$ cat config.mk
export PLATFORM = sky130hd
export DESIGN_NAME = mflg_ctrl
export DESIGN_NICKNAME = d
export VERILOG_FILES = /design/src/hw/rtl/mflg_pkg.sv /design/src/hw/rtl/mflg_ctrl.sv
export SDC_FILE = /design/constraint.sdc
export NUM_CORES = 1
export LEC_CHECK = 0
export ABC_AREA = 0
export BUFFER_PORTS_ARGS = -buffer_cell sky130_fd_sc_hd__buf_2
export CELL_PAD_IN_SITES_DETAIL_PLACEMENT = 1
export CELL_PAD_IN_SITES_GLOBAL_PLACEMENT = 2
export CORE_AREA = 2 2 58 60
export CTS_CLUSTER_SIZE = 20
export DETAILED_ROUTE_END_ITERATION = 16
export DIE_AREA = 0 0 60 62
export GPL_TIMING_DRIVEN = 0
export PLACE_DENSITY = 0.82
export SYNTH_ARGS = -nofsm -noshare
export SYNTH_HDL_FRONTEND = slang
export SYNTH_SLANG_ARGS = --single-unit
$ cat constraint.sdc
create_clock -name clk -period 2.35 [get_ports clk]
set_clock_uncertainty 0.05 [all_clocks]
set_input_delay 0.235 -clock clk [delete_from_list [all_inputs] [get_ports clk]]
set_output_delay 0.235 -clock clk [all_outputs]
set_load 0.03 [all_outputs]
$ cat src/hw/rtl/mflg_pkg.sv
// ----------------------------------------------------------------------------
// mflg_pkg
// Shared types and constants of the level-graph maximum flow block.
// ----------------------------------------------------------------------------
package mflg_pkg;

    localparam int NUM_VTX   = 256;
    localparam int VTX_W     = 8;
    localparam int NUM_EDGES = 2048;
    localparam int EDGE_W    = 11;
    localparam int LINK_W    = 12;
    localparam int MAX_PAIRS = 1024;
    localparam int CNT_W     = 11;
    localparam int CAP_W     = 31;
    localparam int DEPTH_W   = 9;
    localparam int VCNT_W    = 9;
    localparam int STATUS_W  = 2;

    localparam logic [VCNT_W-1:0] VCNT_RESET = VCNT_W'(NUM_VTX);
    localparam logic [CAP_W-1:0]  FLOW_LIMIT = {CAP_W{1'b1}};
    // links carry one extra bit; set means end of list
    localparam logic [LINK_W-1:0] LINK_NULL  = {1'b1, {EDGE_W{1'b0}}};

    localparam logic [STATUS_W-1:0] ST_OK      = 2'd0;
    localparam logic [STATUS_W-1:0] ST_FULL    = 2'd1;
    localparam logic [STATUS_W-1:0] ST_BAD_VTX = 2'd2;
    localparam logic [STATUS_W-1:0] ST_SAME    = 2'd3;

    typedef enum logic [4:0] {
        S_IDLE, S_CHECK, S_A1, S_A2, S_A3, S_A4,
        S_W0, S_W_POP, S_W_VTX, S_W_FIRST, S_W_ERD, S_W_EDGE,
        S_PHASE, S_D_VTX, S_D_ARC, S_D_ERD, S_D_LVL, S_D_TEST,
        S_R1, S_R2, S_R3,
        S_G0, S_G1, S_G2, S_G3, S_U1, S_U2, S_U3, S_U4,
        S_DONE
    } state_t;

    typedef enum logic [4:0] {
        OP_IDLE, OP_CHECK, OP_A1, OP_A2, OP_A3, OP_A4,
        OP_W0, OP_W_POP, OP_W_VTX, OP_W_FIRST, OP_W_ERD, OP_W_EDGE,
        OP_PHASE, OP_D_VTX, OP_D_ARC, OP_D_ERD, OP_D_LVL, OP_D_TEST,
        OP_R1, OP_R2, OP_R3,
        OP_G0, OP_G1, OP_G2, OP_G3, OP_U1, OP_U2, OP_U3, OP_U4,
        OP_DONE
    } op_t;

    typedef struct packed {
        op_t op;
    } dp_cmd_t;

    typedef struct packed {
        logic bad_vertex;
        logic store_full;
        logic same_vertex;
        logic flow_cmd;
        logic queue_empty;
        logic sink_seen;
        logic first_null;
        logic next_null;
        logic arc_null;
        logic advance;
        logic hold_null;
        logic depth_zero;
        logic at_sink;
        logic scan_done;
    } dp_status_t;

endpackage

$ cat src/hw/rtl/mflg_ctrl.sv
// ----------------------------------------------------------------------------
// mflg_ctrl
// Sequencer: steps the datapath through edge insert, level walk, depth-first
// search and augmentation.
// ----------------------------------------------------------------------------
module mflg_ctrl (
    input  logic                clk,
    input  logic                rst_n,
    input  logic                start,
    input  mflg_pkg::dp_status_t st,
    output mflg_pkg::dp_cmd_t   cmd_o,
    output logic                busy,
    output logic                done
);

    mflg_pkg::state_t state_reg;
    mflg_pkg::state_t state_next;

    always_ff @(posedge clk or negedge rst_n)
    begin
        if (!rst_n)
        begin
            state_reg <= mflg_pkg::S_IDLE;
        end
        else
        begin
            state_reg <= state_next;
        end
    end

    always_comb
    begin
        state_next = state_reg;
        case (state_reg)
            mflg_pkg::S_IDLE:    if (start) state_next = mflg_pkg::S_CHECK;
            mflg_pkg::S_CHECK:
            begin
                if (st.bad_vertex)
                    state_next = mflg_pkg::S_DONE;
                else if (!st.flow_cmd)
                    state_next = st.store_full ? mflg_pkg::S_DONE : mflg_pkg::S_A1;
                else
                    state_next = st.same_vertex ? mflg_pkg::S_DONE : mflg_pkg::S_W0;
            end
            mflg_pkg::S_A1:      state_next = mflg_pkg::S_A2;
            mflg_pkg::S_A2:      state_next = mflg_pkg::S_A3;
            mflg_pkg::S_A3:      state_next = mflg_pkg::S_A4;
            mflg_pkg::S_A4:      state_next = mflg_pkg::S_DONE;
            mflg_pkg::S_W0:      state_next = mflg_pkg::S_W_POP;
            mflg_pkg::S_W_POP:
            begin
                if (st.queue_empty)
                    state_next = st.sink_seen ? mflg_pkg::S_PHASE : mflg_pkg::S_DONE;
                else
                    state_next = mflg_pkg::S_W_VTX;
            end
            mflg_pkg::S_W_VTX:   state_next = mflg_pkg::S_W_FIRST;
            mflg_pkg::S_W_FIRST:
                state_next = st.first_null ? mflg_pkg::S_W_POP : mflg_pkg::S_W_ERD;
            mflg_pkg::S_W_ERD:   state_next = mflg_pkg::S_W_EDGE;
            mflg_pkg::S_W_EDGE:
                state_next = st.next_null ? mflg_pkg::S_W_POP : mflg_pkg::S_W_ERD;
            mflg_pkg::S_PHASE:   state_next = mflg_pkg::S_D_VTX;
            mflg_pkg::S_D_VTX:
                state_next = st.at_sink ? mflg_pkg::S_G0 : mflg_pkg::S_D_ARC;
            mflg_pkg::S_D_ARC:
                state_next = st.arc_null ? mflg_pkg::S_R1 : mflg_pkg::S_D_ERD;
            mflg_pkg::S_D_ERD:   state_next = mflg_pkg::S_D_LVL;
            mflg_pkg::S_D_LVL:   state_next = mflg_pkg::S_D_TEST;
            mflg_pkg::S_D_TEST:
            begin
                if (st.advance)
                    state_next = mflg_pkg::S_D_VTX;
                else
                    state_next = st.hold_null ? mflg_pkg::S_R1 : mflg_pkg::S_D_ERD;
            end
            // dead end at the source closes the phase: rebuild levels
            mflg_pkg::S_R1:
                state_next = st.depth_zero ? mflg_pkg::S_W0 : mflg_pkg::S_R2;
            mflg_pkg::S_R2:      state_next = mflg_pkg::S_R3;
            mflg_pkg::S_R3:      state_next = mflg_pkg::S_D_VTX;
            mflg_pkg::S_G0:      state_next = mflg_pkg::S_G1;
            mflg_pkg::S_G1:
                state_next = st.scan_done ? mflg_pkg::S_U1 : mflg_pkg::S_G2;
            mflg_pkg::S_G2:      state_next = mflg_pkg::S_G3;
            mflg_pkg::S_G3:      state_next = mflg_pkg::S_G1;
            mflg_pkg::S_U1:
                state_next = st.scan_done ? mflg_pkg::S_D_VTX : mflg_pkg::S_U2;
            mflg_pkg::S_U2:      state_next = mflg_pkg::S_U3;
            mflg_pkg::S_U3:      state_next = mflg_pkg::S_U4;
            mflg_pkg::S_U4:      state_next = mflg_pkg::S_U1;
            mflg_pkg::S_DONE:    state_next = mflg_pkg::S_IDLE;
            default:             state_next = mflg_pkg::S_IDLE;
        endcase
    end

    always_comb
    begin
        busy     = (state_reg != mflg_pkg::S_IDLE);
        done     = (state_reg == mflg_pkg::S_DONE);
        cmd_o.op = mflg_pkg::OP_IDLE;
        case (state_reg)
            mflg_pkg::S_IDLE:    cmd_o.op = mflg_pkg::OP_IDLE;
            mflg_pkg::S_CHECK:   cmd_o.op = mflg_pkg::OP_CHECK;
            mflg_pkg::S_A1:      cmd_o.op = mflg_pkg::OP_A1;
            mflg_pkg::S_A2:      cmd_o.op = mflg_pkg::OP_A2;
            mflg_pkg::S_A3:      cmd_o.op = mflg_pkg::OP_A3;
            mflg_pkg::S_A4:      cmd_o.op = mflg_pkg::OP_A4;
            mflg_pkg::S_W0:      cmd_o.op = mflg_pkg::OP_W0;
            mflg_pkg::S_W_POP:   cmd_o.op = mflg_pkg::OP_W_POP;
            mflg_pkg::S_W_VTX:   cmd_o.op = mflg_pkg::OP_W_VTX;
            mflg_pkg::S_W_FIRST: cmd_o.op = mflg_pkg::OP_W_FIRST;
            mflg_pkg::S_W_ERD:   cmd_o.op = mflg_pkg::OP_W_ERD;
            mflg_pkg::S_W_EDGE:  cmd_o.op = mflg_pkg::OP_W_EDGE;
            mflg_pkg::S_PHASE:   cmd_o.op = mflg_pkg::OP_PHASE;
            mflg_pkg::S_D_VTX:   cmd_o.op = mflg_pkg::OP_D_VTX;
            mflg_pkg::S_D_ARC:   cmd_o.op = mflg_pkg::OP_D_ARC;
            mflg_pkg::S_D_ERD:   cmd_o.op = mflg_pkg::OP_D_ERD;
            mflg_pkg::S_D_LVL:   cmd_o.op = mflg_pkg::OP_D_LVL;
            mflg_pkg::S_D_TEST:  cmd_o.op = mflg_pkg::OP_D_TEST;
            mflg_pkg::S_R1:      cmd_o.op = mflg_pkg::OP_R1;
            mflg_pkg::S_R2:      cmd_o.op = mflg_pkg::OP_R2;
            mflg_pkg::S_R3:      cmd_o.op = mflg_pkg::OP_R3;
            mflg_pkg::S_G0:      cmd_o.op = mflg_pkg::OP_G0;
            mflg_pkg::S_G1:      cmd_o.op = mflg_pkg::OP_G1;
            mflg_pkg::S_G2:      cmd_o.op = mflg_pkg::OP_G2;
            mflg_pkg::S_G3:      cmd_o.op = mflg_pkg::OP_G3;
            mflg_pkg::S_U1:      cmd_o.op = mflg_pkg::OP_U1;
            mflg_pkg::S_U2:      cmd_o.op = mflg_pkg::OP_U2;
            mflg_pkg::S_U3:      cmd_o.op = mflg_pkg::OP_U3;
            mflg_pkg::S_U4:      cmd_o.op = mflg_pkg::OP_U4;
            mflg_pkg::S_DONE:    cmd_o.op = mflg_pkg::OP_DONE;
            default:             cmd_o.op = mflg_pkg::OP_IDLE;
        endcase
    end

endmodule

Word level (Yosys, flattened, before mapping) --
Memory sizes are Yosys's and may differ from the RTL's. Cells that the tools add are included.
Storage, ports and cells: bits in registers 5, latch bits 0, RAM bits 0, bits in read-only memories 160, input bits 17, output and inout bits 7, word-level logic and storage cells 53, memories kept 1
Memory list:
- (no name shown) | words 32, width 5, rd ports 1, clocked after memory_dff 0, write ports 0, line mflg_ctrl.sv:102 | case (state_reg)
Cells by class: add/sub/neg operators 0, multipliers 0, div/mod/pow operators 0, $lt $le $gt $ge 0, eq/ne operators 30, shifts and indexed selects 0, muxes and demuxes 17, bitwise operators 0, reductions and logical operators 4
Operators with widths (number):
- $pmux 5 s27 | 1
- $eq 5x5->1 const B | 14
- $mux 5 | 13
- $eq 5x4->1 const B | 8
- $eq 5x3->1 const B | 4
- $mux 4 | 3
- $eq 5x2->1 const B | 2
- $eq 5x1->1 const B | 1
- $logic_not 5->1 | 1
- $reduce_bool 5->1 | 1
- $reduce_or 2->1 | 2
- $ne 2x2->1 const B | 1

Longest topological paths before layout --
Gate-level depths: netlist of the first run.
depth in word-level cells 4, depth in mapped cells 7, depth with buffers taken out 4

Worst setup path before layout of the first run --
No wires, ideal clock.
kind reg-to-output, start reg state_reg[0], end out busy, data arrival time 1.486 ns, data required time 2.065 ns, setup slack 0.579 ns, stages on the path, launching flop included 5, path buffers 3, cells stage by stage dfrtp_1 > buf_2 > buf_2 > buf_2 > or4_1
Between the ends: cells in the longest elaborated chain, start to end 1
Ends and longest elaborated chain:
- start: declaration | line mflg_ctrl.sv:16 | mflg_pkg::state_t state_reg;
- start signal: assignment | line mflg_ctrl.sv:23 | state_reg <= mflg_pkg::S_IDLE;
- start signal: assignment | line mflg_ctrl.sv:27 | state_reg <= state_next;
- $reduce_bool 5->1 | line mflg_ctrl.sv:99 | busy = (state_reg != mflg_pkg::S_IDLE);
- end: declaration | line mflg_ctrl.sv:12 | output logic busy,
No other way between the ends.

Worst setup path in the final report of the first run --
Ends and elaborated chain as after synthesis.

==> impl_summary.md, run 1 <==
Drt
Detailed routing inserted a total of 1,176 vias. For this run, the detailed router's first-pass iteration total came to 4. The per-cell via count in the routed design is 5.793. The number of antenna-violating nets in the routed design is 0. The total wire length after detailed routing is 3582 um. Dividing the detail-routed wire length by the instance count gives 17.65 um. After detailed routing, the number of remaining DRC violations is 0. The number of design-rule violations left by the first detailed-router iteration is 41.

Critical path
The data required time at the worst endpoint is 2.07 ns. Along the worst path, the maximum fanout reaches 10. The critical path goes through buf_2, buf_2, buf_2, or4_1, buf_2. The worst setup path is captured at a primary output.

Counting stages on the worst path, the most repeated cell is sky130_fd_sc_hd__buf_2. The startpoint-to-endpoint class of the critical path is flip-flop to primary output. The type of origin of the critical path is a flip-flop.

The maximum single-stage delay on the critical path is 0.52 ns. The arrival time reported for the critical path endpoint is 1.86 ns. Among all stages on the critical path, the largest delay is contributed by sky130_fd_sc_hd__or4_1.

Synthesis
For this run, the number of Yosys warnings is 0. The number of synthesized flops with an enable pin is 0. The post-synth design cell area is 928.4 um2. The share of the Yosys chip area taken by registers is 0.1348.

For this run, the leading register cell type out of synthesis is sky130_fd_sc_hd__dfrtp_1. Synthesis produced a netlist with a net count of 146. The average instance in the mapped netlist occupies 7.197 um2. The number of synthesized register bits is 5. The post-synthesis cell count is 129. The distinct cell type count of the synthesized netlist is 49.

Counting flops with an async set or reset pin after synthesis yields a share of 1.000.

Power and ir drop
The leakage power figure is 0.4493 nW. Across the VDD grid, the largest voltage drop is 400.6 uV. The power per unit of standard cell area is 1517 nW/um2.

The total chip power is 1.725 mW.

Floorplan
The die covers 3720 um2. The core region area is 3179 um2. The total number of placement rows is 21.

The vertical extent of the die is 62 um. The boundary pin count is 24. For this configuration, the core starts out at a cell density of 0.2920. The die is 60 um wide.

Place
During placement, the flow inserted port buffers numbering 23. The placed instance count is 198. The cell area after placement is 1101 um2. Once detailed placement completed, the half-perimeter wirelength came to 2789 um. The congestion estimate from routability-driven global placement came to 0.8411.

CTS
After clock tree synthesis, the clock-pin slew on the worst setup and hold paths is 0.05 ns. The TritonCTS clock tree is yes. The clock latency at the later pin of the worst-skew pair is 0.25 ns. The tree built by TritonCTS fans out to 5 sinks. The number of cells upsized or downsized after cts is 0. The number of buffers created by CTS is 3.

The number of buffers on the longest clock path is 2. The number of buffers inserted to repair setup after CTS is 0. CTS built an H-tree with a depth of 1. The CTS root buffer is sky130_fd_sc_hd__clkbuf_4.

Final layout
The number of flip-flops under the largest register name is 5. The share of post-route cells with drive strength above 1 is 0.2803. The final layout contains 175 nets.

The final core area utilization is 0.3577. The cell area after layout is 1137 um2. The number of standard cells in the layout, taps in and fillers out is 203.

Compared with the post-synthesis result, the final layout area differs by 22.51%. The number of fillers in the final layout is 408. The antenna diode instance count is 0.

GRT
The total global routing overflow is 0. The number of antenna violations at the first check in global routing is 0. Entering global routing, the biggest net connects 11 pins. The wire length of the first global-routing pass is 5913 um.

In the global route stage, overall resource usage came out at 0.2117. The number of global-route vias before repair came to 1,181.

STA
Setup repair after global routing left no endpoint under its margin. The max-slew violation total from the final report came to 0. The highest clock rate is 465.4 MHz.

The routed design could run at a clock period as short as 2.149 ns. The final-layout setup total negative slack is 0 ns. In this run the tightest slew margin relative to its limit is 0.6479. The share of the cycle needed by the critical path after routing is 0.9144. The number of hold violations in the final report is 0. The slew at the pin with the worst max-slew slack is 0.5282 ns.

The count of final setup violators is 0.

Flow run
The tool flagged a number of max-cap violations equal to 0.

Outcome
The flow ran to the end, and the final reports show no timing, DRC or antenna violations.

Hold path
The class of the most critical hold timing path is input pin to flip-flop.
## cells in the mapped netlist (2+ instances only)
cell type                   number  area [um2]
sky130_fd_sc_hd__buf_2          10       50.05
sky130_fd_sc_hd__and3b_1         2       17.52
sky130_fd_sc_hd__o32ai_1         3       26.28
sky130_fd_sc_hd__nor3_1          3       15.01
sky130_fd_sc_hd__nand3_1         3       15.01
sky130_fd_sc_hd__nor4_1          2       12.51
sky130_fd_sc_hd__nor2_1          9       33.78
sky130_fd_sc_hd__buf_4           2       15.01
sky130_fd_sc_hd__inv_1           3       11.26
sky130_fd_sc_hd__mux2i_1         2       20.02
sky130_fd_sc_hd__dfrtp_1         5       125.1
sky130_fd_sc_hd__a31oi_1         2       12.51
sky130_fd_sc_hd__a211oi_1        2       15.01
sky130_fd_sc_hd__nand4bb_1       2       22.52
sky130_fd_sc_hd__o21ai_0         7       35.03
sky130_fd_sc_hd__o22ai_1         3       18.77
sky130_fd_sc_hd__nand4b_1        2       17.52
sky130_fd_sc_hd__nor2b_1         8       50.05
sky130_fd_sc_hd__nand2b_1        8       50.05
sky130_fd_sc_hd__nor3b_1         3       22.52
sky130_fd_sc_hd__o31ai_1         3       22.52
sky130_fd_sc_hd__a21oi_1         7       35.03
sky130_fd_sc_hd__a32oi_1         2       17.52
sky130_fd_sc_hd__o21a_1          4       30.03
sky130_fd_sc_hd__nand2_1         7       26.28
sky130_fd_sc_hd__or4_1           2       15.01
## power by group
part,switching (mW),total (mW),internal (mW),leakage (nW)
Combinational,0.901,1.43,0.529,0.374
Sequential,0.0562,0.193,0.137,0.0601
Clock,0.0384,0.103,0.0644,0.0150
## critical path: cells and delay by family, from the launching register on
family,cells,cell delay (ns)
flops,1,0.34
simple gates,1,0.52
buf+inv,4,0.75
## per-stage QoR
step	hold WS, ns	setup slack (ns)
final	0.2554	0.2012
after global routing	0.2587	0.08257
after CTS	0.2443	0.1896
after detailed placement	0.01310	0.4544
after global placement	-0.001962	0.4659
after floorplan	-0.1106	0.5791
## layout by cell type (no fill, tap or decap), drive strengths merged, types with 2 or more instances in the layout
cell	count
a2111oi	2
a211oi	2
a21oi	7
a31oi	2
a32oi	2
and3b	2
buf	35
clkbuf	5
dfrtp	5
inv	4
mux2i	2
nand2	7
nand2b	8
nand3	3
nand4b	2
nand4bb	2
nor2	9
nor2b	8
nor3	3
nor3b	3
nor4	2
o21a	4
o21ai	7
o22ai	3
o31ai	3
o32ai	3
or4	2
## per-layer routing
layer  track usage  share of wire  up-vias
li1              -              -      557
met3       0.01242          0.045        2
met1        0.2727           0.44      580
met4       0.02857         0.0039        0
met2        0.3975           0.51       37
met5             0              0        -
## layout make-up
type,instances,area [um2],share of cell area
multi-input cells,107,719.4,0.6326
plain buffers,13,68.82,0.06051
well taps,46,57.56,0.05061
clock buffers,4,26.28,0.02310
inverters,4,15.01,0.01320
flip-flops and latches,5,125.1,0.1100
repair buffers,24,125.1,0.1100
## path summary, 6_finish.rpt
path,startpoint,endpoint,slack (ns),cells past startpoint
hold / removal,st[5],state_reg[4],0.26,3
setup / recovery,state_reg[0],busy,0.20,5
setup reg to reg,state_reg[3],state_reg[0],0.47,6
min in group asynchronous,rst_n,state_reg[2],0.29,2
hold reg to reg,state_reg[4],state_reg[1],0.88,3
max in group asynchronous,rst_n,state_reg[1],1.82,2
## what timing repair did
action / in CTS / in global routing
endpoints found under the setup margin: 0 / 0
hold endpoints to repair: 5 / 0
hold buffers: 1 / 0
## kinds of logic (layout without fill, tap and decap cells)
group,Yosys count,after routing,share of synthesized area
buffers and inverters,17,45,0.09029
AOI/OAI and AO/OA,44,44,0.3396
muxes,2,2,0.02156
DFF,5,5,0.1348
and+or+nand+nor,61,61,0.4138
(Power assumes the default switching activity.)
==> run 2, diff against run 1 <==
CORE_AREA = 2 2 57 59   (was 2 2 58 60)
CTS_BUF_LIST = sky130_fd_sc_hd__clkbuf_2   (was unset)
DIE_AREA = 0 0 59 61   (was 0 0 60 62)
PLACE_DENSITY = 0.85   (was 0.82)
==> impl_summary.md, run 2 (synthesis results as in run 1) <==
Critical path
The maximum single-stage delay on the critical path is 0.52 ns (about the same). The kind of end point of the critical path was a primary output (unchanged). The depth of the worst register-to-register path came to 6 (unchanged).

The number of gates on the worst path with buffers counted is 5 (unchanged). The start point of the critical path is state_reg[0] (unchanged). The most frequent cell on the critical path was sky130_fd_sc_hd__buf_2 (unchanged).

The cell with the biggest individual delay on the critical path was sky130_fd_sc_hd__or4_1 (unchanged). The end of the worst register-to-register path is state_reg[3] (was state_reg[0]). The type of origin of the critical path is a flip-flop (unchanged). The cell family with the largest share of critical-path delay is buffers and inverters (unchanged). The combined buffer and inverter count along the critical path is 4 (unchanged).

The reg-to-reg critical path startpoint is state_reg[2] (was state_reg[3]). The slack of the worst reg-to-reg path is 0.46 ns (was 0.47 ns). The worst-path maximum fanout is 10 (unchanged). The startpoint-to-endpoint class of the critical path was flip-flop to primary output (unchanged).

The arrival time reported for the critical path endpoint is 1.84 ns (was 1.86 ns). The data required time at the worst endpoint is 2.07 ns (about the same). The critical path capture point was busy (unchanged).

CP Cell Sequence: buf_2, buf_2, buf_2, or4_1, buf_2 (unchanged).

Place
The routability congestion estimate from global placement is 0.8696 (was 0.8411). The half-perimeter wire length after placement is 2711 um (was 2789 um). The placed instance count was 185 (was 198). The worst setup timing slack at the placement stage is 0.4438 ns (was 0.4544 ns). The count of buffers from port buffering is 23 (unchanged). The cell area after placement came to 1085 um2 (was 1101 um2).

STA
The share of the cycle needed by the critical path after routing is 0.9043 (was 0.9144). The slew at the pin with the worst max-slew slack is 0.5444 ns (was 0.5282 ns). The max-slew violation total from the final report is 0 (unchanged).

The highest clock rate is 470.6 MHz (was 465.4 MHz). The final-layout setup total negative slack is 0 ns (unchanged). The count of final setup violators is 0 (unchanged). RSZ-0062 raised after global routing: false (unchanged). The time the worst path needs with I/O delays and setup is 2.125 ns (was 2.149 ns). The smallest setup slack after layout is 0.2249 ns (was 0.2012 ns). The worst relative slew slack was 0.6337 (was 0.6479). The worst hold margin is 0.3070 ns (was 0.2554 ns). The number of hold violations in the final report is 0 (unchanged).

Power and ir drop
The switching power is 0.9800 mW (was 0.9954 mW). The internal power of the cells is 0.7105 mW (was 0.7300 mW). The peak supply drop is 385.2 uV (was 400.6 uV). The clock network fraction of total power is 0.045 (was 0.060). The power per unit of standard cell area was 1516 nW/um2 (was 1517 nW/um2). The sequential fraction of design power is 0.111 (was 0.112). The share of total power in combinational logic is 0.844 (was 0.829). The total chip power is 1.691 mW (was 1.725 mW). The switching share of power is 0.5797 (was 0.5769). The leakage power figure is 0.4509 nW (was 0.4493 nW).

Final layout
The number of flip-flops under the largest register name is 5 (unchanged). The most common cell after layout, fill and taps aside is sky130_fd_sc_hd__buf_2 (unchanged). The share of post-route cells with drive strength above 1 came to 0.2866 (was 0.2803). Top library cells by usage in the layout, fill and taps aside: sky130_fd_sc_hd__buf_2 (33), sky130_fd_sc_hd__nor2_1 (9), sky130_fd_sc_hd__nand2b_1 (8), sky130_fd_sc_hd__nor2b_1 (8) (unchanged). The area added between synthesis and finish was 20.08% (was 22.51%). The final core area utilization is 0.3775 (was 0.3577). The count of nets after finishing was 175 (unchanged). The number of standard cells in the layout, taps in and fillers out is 190 (was 203). The antenna diode instance count is 0 (unchanged). The cell area after layout is 1115 um2 (was 1137 um2).

GRT
The number of global-route vias before repair is 1,213 (was 1,181). The total global routing overflow is 0 (unchanged). The total track usage came to 0.2005 (was 0.2117). The pin count of the biggest net entering global routing came to 11 (unchanged). The number of antenna violations at the first check in global routing is 0 (unchanged). The wire length of the first global-routing pass is 5582 um (was 5913 um).

Drt
The first-pass iteration count of the detailed router came to 4 (unchanged). The per-cell via count in the routed design is 6.037 (was 5.793). The routed wirelength normalized by instance count is 17.86 um (was 17.65 um). The via count is 1,147 (was 1,176). The DRC violation count after routing was 0 (unchanged).

The number of design-rule violations left by the first detailed-router iteration came to 29 (was 41). The total wire length after detailed routing is 3394 um (was 3582 um). The number of antenna-violating nets in the routed design is 0 (unchanged).

Floorplan
The overall die area was 3599 um2 (was 3720 um2). The total number of placement rows is 20 (was 21). The boundary pin count came to 24 (unchanged). The core region area is 2953 um2 (was 3179 um2). The width of the chip is 59 um (was 60 um). The vertical extent of the die is 61 um (was 62 um). The starting density of the core is 0.3144 (was 0.2920).

Flow run
The number of maximum-capacitance constraint violations was 0 (unchanged).

CTS
The number of buffers created by CTS is 3 (unchanged). The TritonCTS clock tree is yes (unchanged). The number of buffers on the longest clock path is 2 (unchanged). The maximum level of the CTS H-tree was 1 (unchanged).

The number of cells upsized or downsized after cts is 0 (unchanged). The clock latency at the later pin of the worst-skew pair is 0.20 ns (was 0.25 ns). The CTS root buffer is sky130_fd_sc_hd__clkbuf_2 (was sky130_fd_sc_hd__clkbuf_4).

The count of clock tree sinks is 5 (unchanged). The clock-pin slew on the worst setup and hold paths is 0.06 ns (was 0.05 ns).

Hold path
The class of the most critical hold timing path is input pin to flip-flop (unchanged).

Outcome
Run status: completed (unchanged).
run 2: cell counts in the layout (fill, tap and decap cells not counted):
No cell type changed its count.
run 2: timing repair:
item                                   in CTS  in global routing
setup buffers                               0                  0
hold buffers                                1                  0
endpoints found under the hold margin       5                  0
run 2: cell type report:
| type | count | area [um2] |
|---|---|---|
| inverter | 4 | 15.01 |
| timing repair buffer | 24 | 125.1 |
| sequential | 5 | 125.1 |
| clock buffer | 4 | 20.02 |
| multi-input combinational | 107 | 719.4 |
| buffer | 13 | 68.82 |
| tap | 33 | 41.29 |
| fill | 395 | 1838 |
run 2: worst min path at each step:
stage           from      endpoint  slack (ns)  cells past startpoint
5_1_grt        st[5]  state_reg[4]        0.31                      3
3_5_place_dp   rst_n  state_reg[2]       0.002                      1
6_report       st[5]  state_reg[4]        0.31                      3
3_3_place_gp   rst_n  state_reg[2]      -0.003                      1
4_1_cts        st[5]  state_reg[4]        0.30                      3
2_1_floorplan  rst_n  state_reg[0]       -0.11                      0
run 2: per-layer routing:
| metal | part of all wire | vias to the layer above | global-route usage |
|---|---|---|---|
| met5 | 0 | - | 0 |
| met4 | 0.019 | 0 | 0.04545 |
| met2 | 0.49 | 32 | 0.3619 |
| li1 | - | 553 | - |
| met3 | 0.038 | 6 | 0.006397 |
| met1 | 0.45 | 556 | 0.2660 |
run 2: worst min-delay path, delay by kind of cell:
family                 cells  cell delay [ns]
AND/OR/NAND/NOR            1             0.09
buffers and inverters      1             0.11
AO/OA/AOI/OAI              1             0.09
run 2: power groups by stage:
stage / Clock [mW] / Combinational [mW] / Sequential, mW
final: 0.0756 / 1.43 / 0.188
after global placement: 0 / 1.39 / 0.185
after CTS: 0.0772 / 1.42 / 0.189
after floorplan: 0 / 1.05 / 0.171
after global routing: 0.0862 / 1.55 / 0.197
after detailed placement: 0 / 1.42 / 0.189
==> run 3, diff against run 2 <==
CORE_AREA = 3 3 58 60   (was 2 2 57 59)
CTS_CLUSTER_DIAMETER = 50   (was unset)
DIE_AREA = 0 0 61 63   (was 0 0 59 61)
==> impl_summary.md, run 3 (synthesis results as in run 1) <==
Outcome
Run status: completed (unchanged).

Drt
The total wire length after detailed routing is 3588 um (was 3394 um). The wire length on met1 was 1607 um (was 1538 um). The per-cell via count in the routed design is 6.326 (was 6.037).

The routed wirelength normalized by instance count is 18.88 um (was 17.86 um). The detailed-routed wire length on met2 is 1741 um (was 1660 um). The first-pass iteration count of the detailed router is 4 (unchanged).

The via count came to 1,202 (was 1,147). The routed length on met3 was 148 um (was 130 um). The DRC violation count after routing is 0 (unchanged).

The number of antenna-violating nets in the routed design is 0 (unchanged). The top routing layer in use is met4 (unchanged). The number of design-rule violations left by the first detailed-router iteration is 58 (was 29).

Floorplan
The core region area is 2978 um2 (was 2953 um2). The boundary pin count came to 24 (unchanged). The total number of placement rows is 20 (unchanged). The width of the chip came to 61 um (was 59 um). The vertical extent of the die is 63 um (was 61 um). The starting density of the core is 0.3118 (was 0.3144).

The overall die area is 3843 um2 (was 3599 um2).

STA
The share of the cycle needed by the critical path after routing came to 0.9017 (was 0.9043). The final-layout setup total negative slack is 0 ns (unchanged). RSZ-0062 raised after global routing: false (unchanged). The worst hold margin is 0.2751 ns (was 0.3070 ns). The worst relative slew slack is 0.6506 (was 0.6337). The highest clock rate is 471.9 MHz (was 470.6 MHz). The time the worst path needs with I/O delays and setup is 2.119 ns (was 2.125 ns). The number of hold violations in the final report is 0 (unchanged). The max-slew violation total from the final report is 0 (unchanged). The slew at the pin with the worst max-slew slack is 0.5240 ns (was 0.5444 ns). The count of final setup violators is 0 (unchanged).

GRT
The number of antenna violations at the first check in global routing is 0 (unchanged). The pin count of the biggest net entering global routing was 11 (unchanged). The total track usage is 0.2037 (was 0.2005). The number of global-route vias before repair came to 1,263 (was 1,213). The total global routing overflow came to 0 (unchanged).

The wire length of the first global-routing pass is 6078 um (was 5582 um).

Place
The routability congestion estimate from global placement came to 0.9024 (was 0.8696). The count of buffers from port buffering is 23 (unchanged). The half-perimeter wire length after placement is 2826 um (was 2711 um).

Critical path
The startpoint-to-endpoint class of the critical path is flip-flop to primary output (unchanged). The data required time at the worst endpoint is 2.07 ns (about the same). The kind of end point of the critical path is a primary output (unchanged). The start point of the critical path was state_reg[0] (unchanged). The slack of the worst reg-to-reg path is 0.46 ns (about the same).

The end of the worst register-to-register path is state_reg[3] (unchanged). The reg-to-reg critical path startpoint is state_reg[2] (unchanged). The type of origin of the critical path is a flip-flop (unchanged). The depth of the worst register-to-register path was 6 (unchanged). The worst-path maximum fanout is 10 (unchanged). The arrival time reported for the critical path endpoint came to 1.83 ns (was 1.84 ns). The critical path capture point is busy (unchanged).

Final layout
The flip-flop and latch area is 125.1 um2 (unchanged). The share of post-route cells with drive strength above 1 is 0.2866 (unchanged). The most common cell after layout, fill and taps aside is sky130_fd_sc_hd__buf_2 (unchanged). The area added between synthesis and finish is 20.08% (unchanged). The antenna diode instance count is 0 (unchanged). Top library cells by usage in the layout, fill and taps aside: sky130_fd_sc_hd__buf_2 (33), sky130_fd_sc_hd__nor2_1 (9), sky130_fd_sc_hd__nand2b_1 (8), sky130_fd_sc_hd__nor2b_1 (8) (unchanged). The number of flip-flops under the largest register name is 5 (unchanged). The number of fillers in the final layout is 395 (unchanged). The count of nets after finishing was 175 (unchanged). The combined area of the multi-input logic cells came to 719.4 um2 (unchanged).

CTS
The number of buffers created by CTS is 3 (unchanged). The total of hold buffers inserted after clock tree synthesis is 1 (unchanged). The TritonCTS clock tree is yes (unchanged).

The number of buffers on the longest clock path came to 2 (unchanged). The clock latency at the later pin of the worst-skew pair is 0.22 ns (was 0.20 ns). The maximum level of the CTS H-tree came to 1 (unchanged). The count of clock tree sinks is 5 (unchanged).

The clock-pin slew on the worst setup and hold paths was 0.07 ns (was 0.06 ns). The number of buffers inserted to repair setup after CTS is 0 (unchanged). The CTS root buffer is sky130_fd_sc_hd__clkbuf_2 (unchanged). The number of cells upsized or downsized after cts came to 0 (unchanged).

Power and ir drop
The power per unit of standard cell area is 1538 nW/um2 (was 1516 nW/um2). The leakage power figure is 0.4509 nW (unchanged). The peak supply drop is 395.9 uV (was 385.2 uV).

Flow run
The number of maximum-capacitance constraint violations came to 0 (unchanged).

Hold path
The class of the most critical hold timing path was input pin to flip-flop (unchanged).
[run 3: cell counts in the layout (fill, tap and decap cells not counted)]
Identical to the previous run, type by type.
[run 3: area by class of cell]
class                      count  share of cell area
inverter                       4             0.01347
buffer                        13             0.06173
sequential                     5              0.1122
multi-input combinational    107              0.6453
clock buffer                   4             0.01796
timing repair buffer          24              0.1122
tap                           33             0.03704
[run 3: where the power goes]
group          internal, mW  total [mW]  switching [mW]
Clock                0.0451      0.0826          0.0374
Combinational         0.529        1.45           0.917
Sequential            0.137       0.185          0.0487
Total                 0.711        1.71            1.00
[run 3: routing by layer]
metal / GRT usage / vias to the layer above
met5: 0 / -
met4: 0.08401 / 0
met3: 0.008264 / 8
met2: 0.3275 / 46
met1: 0.2770 / 597
li1: - / 551
[run 3: worst max-delay path, cell delays in order, from the launching register on]
cell and delay [ns]:
sky130_fd_sc_hd__dfrtp_1 0.35, sky130_fd_sc_hd__buf_2 0.16, sky130_fd_sc_hd__buf_2 0.20, sky130_fd_sc_hd__buf_2 0.20
sky130_fd_sc_hd__or4_1 0.52, sky130_fd_sc_hd__buf_2 0.19
[run 3: metrics by stage]
step / util / setup slack [ns] / std cells / instance area, um2 / power, mW
finish: 0.3744 / 0.2311 / 190 / 1115 / 1.714
global route: 0.3744 / 0.1293 / 190 / 1115 / 1.871
CTS: 0.3744 / 0.2250 / 190 / 1115 / 1.703
detailed placement: 0.3643 / 0.4675 / 185 / 1085 / 1.610
global placement: 0.3643 / 0.4696 / 185 / 1085 / 1.586
floorplan: - / 0.5791 / 129 / 928.4 / 1.218
[run 3: worst min-delay path by stage]
stage	from	end	slack, ns	cells after the start
after floorplan	rst_n	state_reg[0]	-0.11	0
after detailed placement	rst_n	state_reg[0]	0.007	1
after global placement	rst_n	state_reg[0]	-0.003	1
after global routing	st[5]	state_reg[4]	0.31	3
after CTS	st[5]	state_reg[4]	0.27	3
final	st[5]	state_reg[4]	0.28	3
